### config.mk
export PLATFORM = sky130hd
export DESIGN_NAME = bitmap_unpack_row_runs_top
export DESIGN_NICKNAME = d
export VERILOG_FILES = /design/src/design/bur_pkg.sv /design/src/design/bur_front.sv /design/src/design/bur_queue.sv /design/src/design/bur_back.sv /design/src/design/bitmap_unpack_row_runs_top.sv
export SDC_FILE = /design/constraint.sdc
export NUM_CORES = 1
export LEC_CHECK = 0
export ABC_AREA = 1
export BUFFER_PORTS_ARGS = -buffer_cell sky130_fd_sc_hd__buf_4
export CORE_MARGIN = 2
export CORE_UTILIZATION = 63
export DETAILED_ROUTE_END_ITERATION = 7
export MAX_ROUTING_LAYER = met4
export PLACE_DENSITY = 0.88
export SYNTH_ARGS = -nofsm -noshare
export SYNTH_HDL_FRONTEND = slang
export SYNTH_SLANG_ARGS = --single-unit
export TNS_END_PERCENT = 10
### constraint.sdc
create_clock -name clk_i -period 5.6 [get_ports clk_i]
set_input_delay 1.68 -clock clk_i [delete_from_list [all_inputs] [get_ports clk_i]]
set_output_delay 1.68 -clock clk_i [all_outputs]
set_load 0.02 [all_outputs]
### src/design/bur_pkg.sv
// Shared types and constants for the bitmap row-run unpacker.
// Used by bur_front, bur_queue, bur_back and bitmap_unpack_row_runs_top.
package bur_pkg;

  localparam int CoordW     = 7;
  localparam int PixCountW  = 14;
  localparam int NBitsW     = 4;
  localparam int QueueDepth = 4;
  localparam int QueuePtrW  = 2;

  localparam logic STATUS_RUN = 1'b0;
  localparam logic STATUS_ERR = 1'b1;

  typedef enum logic [1:0] {
    PH_IDLE,
    PH_COLS,
    PH_PIXELS
  } phase_e;

  typedef struct packed {
    logic       frame_start;
    logic [7:0] data_byte;
  } in_t;

  typedef struct packed {
    logic              status;
    logic [CoordW-1:0] run_row;
    logic [CoordW-1:0] run_col;
    logic [CoordW-1:0] run_length;
    logic              mode;
    logic              last;
  } out_t;

  // one queued job: a pixel byte or an invalid-size report
  typedef struct packed {
    logic              is_error;
    logic              new_frame;
    logic              mode;
    logic [NBitsW-1:0] nbits;
    logic [7:0]        data;
    logic [CoordW-1:0] cols;
    logic [CoordW-1:0] top;
    logic [CoordW-1:0] left;
  } entry_t;

endpackage

### src/design/bur_front.sv
// Front end: parses the header bytes, counts pixels and queues pixel bytes.
// Depends on bur_pkg.
module bur_front #(
  parameter int CANVAS_SIZE = 100
) (
  input  logic            clk_i,
  input  logic            rst_ni,
  input  logic            in_valid_i,
  output logic            in_ready_o,
  input  bur_pkg::in_t    in_i,
  input  logic            full_i,
  output logic            push_o,
  output bur_pkg::entry_t entry_o
);

  localparam logic [bur_pkg::CoordW-1:0] Canvas = bur_pkg::CoordW'(CANVAS_SIZE);

  bur_pkg::phase_e phase_q, phase_d;
  logic [bur_pkg::CoordW-1:0]    rows_q, rows_d, cols_q, cols_d;
  logic [bur_pkg::CoordW-1:0]    top_q, top_d, left_q, left_d;
  logic                          mode_q, mode_d, first_q, first_d;
  logic [bur_pkg::PixCountW-1:0] left_px_q, left_px_d;
  logic [bur_pkg::NBitsW-1:0]    nbits;
  logic                          accept;
  logic [bur_pkg::CoordW-1:0]    byte_lo;

  assign in_ready_o = !full_i;
  assign accept     = in_valid_i && !full_i;
  assign byte_lo    = in_i.data_byte[bur_pkg::CoordW-1:0];
  assign nbits      = (left_px_q >= bur_pkg::PixCountW'(8)) ? bur_pkg::NBitsW'(8)
                                                           : left_px_q[bur_pkg::NBitsW-1:0];

  always_comb begin
    phase_d   = phase_q;
    rows_d    = rows_q;
    cols_d    = cols_q;
    top_d     = top_q;
    left_d    = left_q;
    mode_d    = mode_q;
    first_d   = first_q;
    left_px_d = left_px_q;
    push_o    = 1'b0;
    entry_o   = '0;
    entry_o.mode = mode_q;
    if (accept) begin
      if (in_i.frame_start) begin
        // rows = byte - 128 above 128, and 128 itself wraps to zero
        mode_d  = in_i.data_byte[7] && (byte_lo != '0);
        rows_d  = byte_lo;
        phase_d = bur_pkg::PH_COLS;
      end else begin
        case (phase_q)
          bur_pkg::PH_COLS: begin
            cols_d = byte_lo;
            if (rows_q == '0 || in_i.data_byte == 8'd0 || rows_q > Canvas ||
                in_i.data_byte > {1'b0, Canvas}) begin
              push_o           = 1'b1;
              entry_o.is_error = 1'b1;
              phase_d          = bur_pkg::PH_IDLE;
            end else begin
              left_px_d = bur_pkg::PixCountW'(rows_q) * bur_pkg::PixCountW'(byte_lo);
              top_d     = bur_pkg::CoordW'((Canvas - rows_q) >> 1);
              left_d    = bur_pkg::CoordW'((Canvas - byte_lo) >> 1);
              first_d   = 1'b1;
              phase_d   = bur_pkg::PH_PIXELS;
            end
          end
          bur_pkg::PH_PIXELS: begin
            push_o            = 1'b1;
            entry_o.new_frame = first_q;
            entry_o.nbits     = nbits;
            entry_o.data      = in_i.data_byte;
            entry_o.cols      = cols_q;
            entry_o.top       = top_q;
            entry_o.left      = left_q;
            first_d           = 1'b0;
            left_px_d         = left_px_q - bur_pkg::PixCountW'(nbits);
            if (left_px_q <= bur_pkg::PixCountW'(8)) begin
              phase_d = bur_pkg::PH_IDLE;
            end
          end
          default: begin
          end
        endcase
      end
    end
  end

  always_ff @(posedge clk_i or negedge rst_ni) begin
    if (!rst_ni) begin
      phase_q   <= bur_pkg::PH_IDLE;
      rows_q    <= '0;
      cols_q    <= '0;
      mode_q    <= 1'b0;
      first_q   <= 1'b0;
      left_px_q <= '0;
    end else begin
      phase_q   <= phase_d;
      rows_q    <= rows_d;
      cols_q    <= cols_d;
      mode_q    <= mode_d;
      first_q   <= first_d;
      left_px_q <= left_px_d;
    end
  end

  always_ff @(posedge clk_i) begin
    top_q  <= top_d;
    left_q <= left_d;
  end

endmodule

### src/design/bur_queue.sv
// Short queue of jobs between the front end and the run extractor.
// Depends on bur_pkg.
module bur_queue (
  input  logic            clk_i,
  input  logic            rst_ni,
  input  logic            push_i,
  input  bur_pkg::entry_t entry_i,
  output logic            full_o,
  output logic            valid_o,
  input  logic            pop_i,
  output bur_pkg::entry_t entry_o
);

  bur_pkg::entry_t mem_q [bur_pkg::QueueDepth];
  logic [bur_pkg::QueuePtrW-1:0] wr_q, rd_q;
  logic [bur_pkg::QueuePtrW:0]   cnt_q;
  logic                          do_push, do_pop;

  assign full_o  = (cnt_q == (bur_pkg::QueuePtrW+1)'(bur_pkg::QueueDepth));
  assign valid_o = (cnt_q != '0);
  assign do_push = push_i && !full_o;
  assign do_pop  = pop_i && valid_o;
  assign entry_o = mem_q[rd_q];

  always_ff @(posedge clk_i) begin
    if (do_push) begin
      mem_q[wr_q] <= entry_i;
    end
  end

  always_ff @(posedge clk_i or negedge rst_ni) begin
    if (!rst_ni) begin
      wr_q  <= '0;
      rd_q  <= '0;
      cnt_q <= '0;
    end else begin
      if (do_push) wr_q <= wr_q + 1'b1;
      if (do_pop)  rd_q <= rd_q + 1'b1;
      cnt_q <= cnt_q + (bur_pkg::QueuePtrW+1)'(do_push)
                     - (bur_pkg::QueuePtrW+1)'(do_pop);
    end
  end

endmodule

### src/design/bur_back.sv
// Back end: walks queued pixel bytes one pixel a cycle unless stalled and emits
// row runs. A result is held in a register so its last flag is known before it
// leaves. Depends on bur_pkg.
module bur_back (
  input  logic            clk_i,
  input  logic            rst_ni,
  input  logic            valid_i,
  input  bur_pkg::entry_t entry_i,
  output logic            pop_o,
  output logic            out_valid_o,
  input  logic            out_ready_i,
  output bur_pkg::out_t   out_o
);

  logic [2:0]                 bit_q;
  logic [bur_pkg::CoordW-1:0] col_q, row_q, begin_q;
  logic                       open_q;
  bur_pkg::out_t              hold_q, out_q;
  logic                       hold_valid_q, out_valid_q;

  logic                       fresh, px, row_end, emit, is_last, step, out_free, move;
  logic [bur_pkg::CoordW-1:0] col, row, begin_eff, run_start;
  logic                       open;
  bur_pkg::out_t              res;

  always_comb begin
    fresh     = entry_i.new_frame && (bit_q == 3'd0);
    col       = fresh ? '0 : col_q;
    row       = fresh ? '0 : row_q;
    open      = fresh ? 1'b0 : open_q;
    px        = entry_i.data[3'd7 - bit_q];
    row_end   = ({1'b0, col} + 8'd1) >= {1'b0, entry_i.cols};
    begin_eff = open ? begin_q : col;
    run_start = px ? begin_eff : begin_q;
    is_last   = entry_i.is_error ||
                ({1'b0, bit_q} == (entry_i.nbits - bur_pkg::NBitsW'(1)));
    emit      = entry_i.is_error || (px ? row_end : open);

    res        = '0;
    res.mode   = entry_i.mode;
    res.last   = is_last;
    if (entry_i.is_error) begin
      res.status = bur_pkg::STATUS_ERR;
    end else begin
      res.status     = bur_pkg::STATUS_RUN;
      res.run_row    = entry_i.top + row;
      res.run_col    = entry_i.left + run_start;
      res.run_length = px ? (col - begin_eff + 1'b1) : (col - begin_q);
    end

    out_free = !out_valid_q || out_ready_i;
    step     = valid_i && (!emit || !hold_valid_q || out_free);
    // the held result leaves once it is known to be final or a newer one follows
    move     = hold_valid_q && out_free && (hold_q.last || (step && emit));
    pop_o    = step && is_last;
  end

  always_ff @(posedge clk_i or negedge rst_ni) begin
    if (!rst_ni) begin
      bit_q        <= '0;
      col_q        <= '0;
      row_q        <= '0;
      begin_q      <= '0;
      open_q       <= 1'b0;
      hold_valid_q <= 1'b0;
      out_valid_q  <= 1'b0;
    end else begin
      if (step) begin
        bit_q <= is_last ? 3'd0 : bit_q + 3'd1;
        if (!entry_i.is_error) begin
          open_q  <= px && !row_end;
          begin_q <= (px && !open) ? col : begin_q;
          col_q   <= row_end ? '0 : col + 1'b1;
          row_q   <= row_end ? row + 1'b1 : row;
        end
      end
      if (step && emit) begin
        hold_valid_q <= 1'b1;
      end else if (move) begin
        hold_valid_q <= 1'b0;
      end
      if (move) begin
        out_valid_q <= 1'b1;
      end else if (out_ready_i) begin
        out_valid_q <= 1'b0;
      end
    end
  end

  always_ff @(posedge clk_i) begin
    if (step && emit) begin
      hold_q <= res;
    end else if (step && is_last) begin
      hold_q.last <= 1'b1;
    end
    if (move) begin
      out_q <= hold_q;
    end
  end

  assign out_valid_o = out_valid_q;
  assign out_o       = out_q;

endmodule

### src/design/bitmap_unpack_row_runs_top.sv
// Bitmap row-run unpacker top level: front end, job queue and run extractor.
// Depends on bur_pkg, bur_front, bur_queue and bur_back.
//
// Each frame is a mode/rows byte flagged by frame_start, a column byte and
// packed pixel bytes; the block returns one request per horizontal run of set
// pixels in canvas coordinates, or one error request for a bad size. The run
// extractor walks pixel bytes one pixel a cycle while its output is not
// blocked; a four-deep queue lets bytes be taken while earlier ones are still
// being walked, and an output register lets the walk go on while a result
// waits. A run is emitted on the pixel that closes it and last marks the
// final request caused by a byte.
module bitmap_unpack_row_runs_top #(
  parameter int CANVAS_SIZE = 100
) (
  input  logic          clk_i,
  input  logic          rst_ni,
  input  logic          in_valid_i,
  output logic          in_ready_o,
  input  bur_pkg::in_t  in_i,
  output logic          out_valid_o,
  input  logic          out_ready_i,
  output bur_pkg::out_t out_o
);

  logic            push, full, q_valid, pop;
  bur_pkg::entry_t push_entry, head_entry;

  bur_front #(.CANVAS_SIZE(CANVAS_SIZE)) u_front (
    .clk_i      (clk_i),
    .rst_ni     (rst_ni),
    .in_valid_i (in_valid_i),
    .in_ready_o (in_ready_o),
    .in_i       (in_i),
    .full_i     (full),
    .push_o     (push),
    .entry_o    (push_entry)
  );

  bur_queue u_queue (
    .clk_i   (clk_i),
    .rst_ni  (rst_ni),
    .push_i  (push),
    .entry_i (push_entry),
    .full_o  (full),
    .valid_o (q_valid),
    .pop_i   (pop),
    .entry_o (head_entry)
  );

  bur_back u_back (
    .clk_i       (clk_i),
    .rst_ni      (rst_ni),
    .valid_i     (q_valid),
    .entry_i     (head_entry),
    .pop_o       (pop),
    .out_valid_o (out_valid_o),
    .out_ready_i (out_ready_i),
    .out_o       (out_o)
  );

  a_no_push_full: assert property (@(posedge clk_i) disable iff (!rst_ni)
    !(push && full))
    else $error("job pushed into a full queue");

  a_pop_valid: assert property (@(posedge clk_i) disable iff (!rst_ni)
    pop |-> q_valid)
    else $error("job popped from an empty queue");

  a_err_last: assert property (@(posedge clk_i) disable iff (!rst_ni)
    (out_valid_o && out_o.status == bur_pkg::STATUS_ERR) |->
      (out_o.last && out_o.run_length == '0))
    else $error("error request malformed");

  a_run_len: assert property (@(posedge clk_i) disable iff (!rst_ni)
    (out_valid_o && out_o.status == bur_pkg::STATUS_RUN) |-> (out_o.run_length != '0))
    else $error("run request with zero length");

endmodule

==> flow_summary.yaml, run 1 <==
synth:
  yosysTopAreaCellShare_pct: 41.2
  yosysUniqueCellTypes: 47
  synth_edf_count: 196
  synth_compound_area_share_pct: 7.94
  yosysSeqAreaShare_pct: 52.7
  synth_top_family_by_area: "simple AND/OR/NAND/NOR gates"
  yosys_warnings: 0
  synthesis.nets: 1618
  synth_area_leaders: "edfxtp_1 (41%), dfrtp_1 (12%), nand2_1 (9.3%), ha_1 (7.3%), inv_1 (5.0%)"
  netlist_area_um2: 14300
  synthCells: 1493
  synthMuxAreaShare_pct: 0.0700
  synth-xor-area-share_pct: 2.33
  synth_simple_gate_area_share_pct: 18.4
  ys_ff_latch: 262
  async_flop_share_pct: 25.2
  yosysMostFrequentCell: "nand2_1"
  synth_ff_type: "edfxtp_1"
  synthTopCellsByCount: "nand2_1 (356), edfxtp_1 (196), inv_1 (190), nor2_1 (129), o21ai_0 (104)"
  yosysTopAreaCell: "edfxtp_1"
  avgSynthCellArea_um2: 9.58
  synth-adder-area-share_pct: 11.3
hold_path:
  holdPathEnd: "u_back.out_o[20]"
  holdPathStages: 0
  hold_start: "u_back.hold_q[20]"
  hp-class: "reg -> reg"
timing:
  worst_slack_ns: 0.364
  period_share_pct: 93.5
  slew_headroom_pct: 22.6
  fmax_mhz: 191
  hold_viol: 0
  worstMarginPinSlew_ns: 1.16
  drv_slew: 0
  rsz0062_at_grt: "no"
  setup_tns_ns: 0
  period_minus_slack_ns: 5.24
  finalHoldWorstSlack_ns: 0.415
  setup_viol: 0
  finalClockSkew_ns: 0.0229
die:
  die_area_um2: 23900
  dieWidth_um: 155
  start_util_pct: 63.7
  pin_count: 39
  die_y_um: 155
  core-area_um2: 22400
  std_cell_rows: 55
drt:
  drtIter0Drc: 961
  vias_per_cell: 5.86
  vias: 10694
  routed_wl_um: 31700
  drc: 0
  firstDrtPassIters: 8
  post_drt_wl_per_cell_um: 17.4
  ant_nets: 0
grt:
  grt_max_degree: 67
  grt_usage_pct: 27.9
  grt_pass1_wl_um: 52000
  grt_pass1_vias: 10771
  antenna_found_initial: 0
  grt_overflow: 0
worst_setup_path:
  cp.arrival_ns: 5.65
  crit_path_max_fanout: 18
  reg2reg_from: "u_back.bit_q[0]"
  ff2ff_setup_slack_ns: 0.36
  r2r_end: "u_queue.cnt_q[2]"
  critPathKind: "reg -> reg"
  cp.required_ns: 6.01
  cp-start-kind: "flip-flop"
  reg2regPathDepth: 26
  endpoint_kind: "flip-flop"
power:
  ir_drop_v: 0.000467
  finalPower_uw: 9490
  p_leak_uw: 0.00728
  powerDensity_nw_per_um2: 602
placed_design:
  port_buffers: 38
  place_hpwl_um: 21000
  place_congestion: 0.921
  place_ws_ns: -0.0734
  dpl.cell_count: 1776
layout:
  area_growth_pct: 10.3
  drive_gt1_share_pct: 8.63
  multi_input_area_um2: 5750
  final_cells: 1826
  ff_latch_area_um2: 7540
  diodes: 0
  nFillCells: 1551
  nNetsFinal: 1645
clock_tree:
  postCtsHoldBufs: 0
  cts_root_buf: "clkbuf_16"
  worstSkewPairLatency_ns: 0.54
  cts_max_path_buffers: 3
  clock-sinks: 262
  cts_buffers: 27
  cts_tree: "yes"
  ctsResizeCount: 0
  cts_setup_buffers: 0
  htree_levels: 1
  clkTransAtPathRegs_ns: 0.06
status:
  status: "finished clean"
run:
  maxCapViolCount: 0
==> worst max path at each step <==
| stage | depth (start not counted) | from | end |
|---|---|---|---|
| after floorplan | 17 | in_i[6] | u_front.left_px_q[10] |
| after global placement | 22 | in_i[3] | u_front.left_px_q[11] |
| after detailed placement | 22 | in_i[3] | u_front.left_px_q[11] |
| after CTS | 22 | in_i[3] | u_front.left_px_q[11] |
| after global routing | 26 | u_back.bit_q[0] | u_queue.cnt_q[2] |
| final | 26 | u_back.bit_q[0] | u_queue.cnt_q[2] |
==> sequential cells by signal (all words and copies together), names as in the netlist <==
register	cells
u_back.begin_q	7
u_back.bit_q	3
u_back.col_q	7
u_back.hold_q	24
u_back.hold_valid_q	1
u_back.open_q	1
u_back.out_o	24
u_back.out_valid_o	1
u_back.row_q	7
u_front.cols_q	7
u_front.first_q	1
u_front.left_px_q	14
u_front.left_q	6
u_front.mode_q	1
u_front.phase_q	2
u_front.rows_q	7
u_front.top_q	6
u_queue.cnt_q	3
u_queue.mem_q	136
u_queue.rd_q	2
u_queue.wr_q	2
==> layout by cell type, fill, tap and decap left out, types with 4 or more instances in the layout <==
| master | count |
|---|---|
| dfrtp_1 | 65 |
| nor2_1 | 124 |
| clkbuf_8 | 4 |
| nand4_1 | 32 |
| nand3_4 | 4 |
| fa_1 | 29 |
| edfxtp_1 | 196 |
| nand3_2 | 5 |
| nor2_2 | 8 |
| nor3_1 | 5 |
| clkinv_1 | 4 |
| ha_1 | 83 |
| xor2_1 | 30 |
| clkinv_2 | 4 |
| o21ai_0 | 104 |
| buf_4 | 60 |
| nand3_1 | 64 |
| o22ai_1 | 13 |
| a21oi_1 | 55 |
| xnor2_1 | 8 |
| a32o_1 | 6 |
| a31oi_1 | 4 |
| inv_1 | 190 |
| bufinv_16 | 4 |
| o21ai_1 | 7 |
| nand2_2 | 4 |
| nand2_1 | 356 |
| clkbuf_16 | 27 |
==> layer usage <==
metal / share of wire, % / GRT usage, %
met2: 51 / 48.8
met1: 38 / 32.2
met4: 4.2 / 12.5
met5: 0 / -
met3: 6.9 / 3.73
==> worst max-delay path, stage by stage (launching register included) <==
cell,delay (ns)
dfrtp_1,0.52
clkinv_1,0.18
ha_1,0.25
inv_1,0.06
nor2_1,0.06
nand3_4,0.24
nand2_1,0.13
inv_1,0.23
ha_1,0.23
nand3_1,0.12
nor2_1,0.21
nand2_1,0.11
xor2_1,0.25
inv_1,0.08
ha_1,0.31
a21oi_1,0.33
nand3_4,0.11
nand2_1,0.09
nand3_2,0.12
nand3_4,0.10
nand3_1,0.23
inv_1,0.22
ha_1,0.15
inv_1,0.04
ha_1,0.19
fa_1,0.38
xor2_1,0.17
==> kinds of logic (layout without fill, tap and decap cells) <==
logic type      after synthesis  after routing
simple gates                617            617
flops                       262            262
buf+inv                     256            304
compound gates              206            206
fa+ha+maj                   112            112
xor+xnor                     38             38
other cells                   1              1
mux                           1              1
==> power by group <==
group	internal [uW]	total (uW)	switching, uW
registers	2650	2930	285
clock network	1130	1880	749
logic	1630	4680	3050
==> area by class of cell <==
cell class	instances	share of cell area, %
Inverter	194	4.65
Timing Repair Buffer	60	2.86
Clock inverter	16	1.26
Sequential cell	262	47.8
Tap cell	285	2.26
Multi-Input combinational cell	975	36.5
Clock buffer	34	4.71
==> per-stage QoR <==
stage | util (%) | cell area [um2]
6_report | 70.3 | 15800
5_1_grt | 70.3 | 15800
4_1_cts | 70.3 | 15800
3_5_place_dp | 66.1 | 14800
3_3_place_gp | 66.1 | 14800
2_1_floorplan | - | 14300
Power figures use the tool's default switching activity.
==> run 2: changes to the inputs <==
MAX_ROUTING_LAYER = default   (was met4)
==> run 2 against run 1 <==
Net effect: design area is 0.36% lower; sequential share of layout area is 0.17 points higher; sequential power about the same; first-iteration DRC count shrank 1.4%; flip-flop and latch count stayed put; register-to-register slack improved by 0.04 ns; critical path type unchanged.
==> flow_summary.yaml, run 2 (synthesis results as in run 1) <==
timing:
  fmax_mhz: 192
  setup_viol: 0
  finalHoldWorstSlack_ns: 0.416
  rsz0062_at_grt: "no"
  finalClockSkew_ns: 0.0176
  period_minus_slack_ns: 5.20
  slew_headroom_pct: 23.4
  drv_slew: 0
  hold_viol: 0
  period_share_pct: 92.8
  worstMarginPinSlew_ns: 1.15
clock_tree:
  clock-sinks: 262
  cts_max_path_buffers: 3
  cts_setup_buffers: 0
  cts_root_buf: "clkbuf_16"
  cts_tree: "yes"
  postCtsHoldBufs: 0
  worstSkewPairLatency_ns: 0.53
  htree_levels: 1
  ctsResizeCount: 0
  cts_buffers: 26
  clkTransAtPathRegs_ns: 0.06
worst_setup_path:
  crit_end: "u_queue.cnt_q[2]"
  critPathKind: "reg -> reg"
  endpoint_kind: "flip-flop"
  worst_path_largest_cell_delay_ns: 0.52
  reg2regPathDepth: 27
  reg2reg_from: "u_back.bit_q[0]"
  cp-start-kind: "flip-flop"
  cp_slowest_cell: "dfrtp_1"
  r2r_end: "u_queue.cnt_q[2]"
  cp.arrival_ns: 5.60
  ff2ff_setup_slack_ns: 0.40
  cp.required_ns: 6.00
  crit_path_max_fanout: 18
  crit_path_start: "u_back.bit_q[0]"
layout:
  ff_latch_area_um2: 7540
  drive_gt1_share_pct: 8.20
  multi_input_area_um2: 5750
  final_common_cell: "nand2_1"
  finalInstanceArea_um2: 15700
  final_cells: 1822
  diodes: 0
  nFillCells: 1505
  area_growth_pct: 9.86
  largest_reg_flops: 136
  nNetsFinal: 1642
  final_cell_mix: "nand2_1 (356), edfxtp_1 (196), inv_1 (190), nor2_1 (124), o21ai_0 (104)"
  largest-register: "u_queue.mem_q"
run:
  maxCapViolCount: 0
grt:
  grt_overflow: 0
  grt_max_degree: 67
  grt_pass1_wl_um: 53300
  grt_usage_pct: 27.8
  grt_pass1_vias: 11182
  antenna_found_initial: 0
drt:
  route.met3.wl_um: 2310
  post_drt_wl_per_cell_um: 17.9
  drc: 0
  drtIter0Drc: 948
  ant_nets: 0
  routed_wl_um: 32600
  wl_met1_um: 12100
  dr_wl_met2_um: 16800
  vias_per_cell: 5.94
  vias: 10830
  top_layer: "met4"
  firstDrtPassIters: 5
status:
  status: "finished clean"
placed_design:
  port_buffers: 38
  place_congestion: 0.906
  placed_area_um2: 14800
  place_hpwl_um: 21100
  dpl.cell_count: 1774
die:
  dieWidth_um: 155
  die_y_um: 155
  core-area_um2: 22400
  start_util_pct: 63.7
  pin_count: 39
  std_cell_rows: 55
  die_area_um2: 23900
power:
  ir_drop_v: 0.000506
  powerDensity_nw_per_um2: 602
  p_leak_uw: 0.00724
hold_path:
  hp-class: "reg -> reg"
==> run 2: cell count changes in the layout (fill, tap and decap cells not counted), sizes merged <==
cell	delta
clkinv	-4
inv	-1
clkbuf	+1
buf	-2
clkinvlp	+2
==> run 2: layout make-up <==
| class | count | share of cell area [%] |
|---|---|---|
| Clock buffer | 35 | 4.62 |
| Multi-Input combinational cell | 975 | 36.6 |
| Inverter | 194 | 4.67 |
| Sequential cell | 262 | 48.0 |
| Tap cell | 285 | 2.27 |
| Clock inverter | 13 | 1.11 |
| Timing Repair Buffer | 58 | 2.77 |
==> run 2: layer usage <==
layer  up-vias  GRT usage [%]
li1       5008              -
met3       125           4.20
met5         -              0
met4         0           14.0
met1      5173           32.2
met2       524           50.2
==> run 2: report_power, final <==
part,leakage (uW),switching [uW],internal (uW)
clock,0.000431,738,1100
sequential,0.00267,287,2650
combinational,0.00414,3090,1600
total,0.00724,4110,5350
==> run 2: worst max-delay path: cells and delay by family (launching register included) <==
family                     cells  cell delay, ns
DFF                            1            0.52
buffers and inverters          6            0.70
and+or+nand+nor               13            1.85
xor gates and xnor gates       2            0.36
adders and majority gates      6            1.64
==> run 2: metrics by stage <==
stage / power [uW] / setup TNS [ns] / utilization [%] / setup slack [ns]
after floorplan: 6290 / 0 / - / 0.0765
after global placement: 7260 / 0 / 66.0 / 0.0199
after detailed placement: 7510 / -0.0488 / 66.0 / -0.0306
after CTS: 9410 / 0 / 70.0 / 0.503
after global routing: 10200 / 0 / 70.0 / 0.0944
final: 9450 / 0 / 70.0 / 0.402
==> run 2: worst min-delay path by stage <==
stage                 startpoint               end  slack, ns  depth (start not counted)
2_1_floorplan  u_back.hold_q[10]  u_back.out_o[10]       0.40                          0
3_3_place_gp    u_back.hold_q[2]   u_back.out_o[2]       0.40                          0
3_5_place_dp    u_back.hold_q[2]   u_back.out_o[2]       0.40                          0
4_1_cts         u_back.hold_q[9]   u_back.out_o[9]       0.41                          0
5_1_grt        u_back.hold_q[21]  u_back.out_o[21]       0.42                          0
6_report        u_back.hold_q[9]   u_back.out_o[9]       0.42                          0
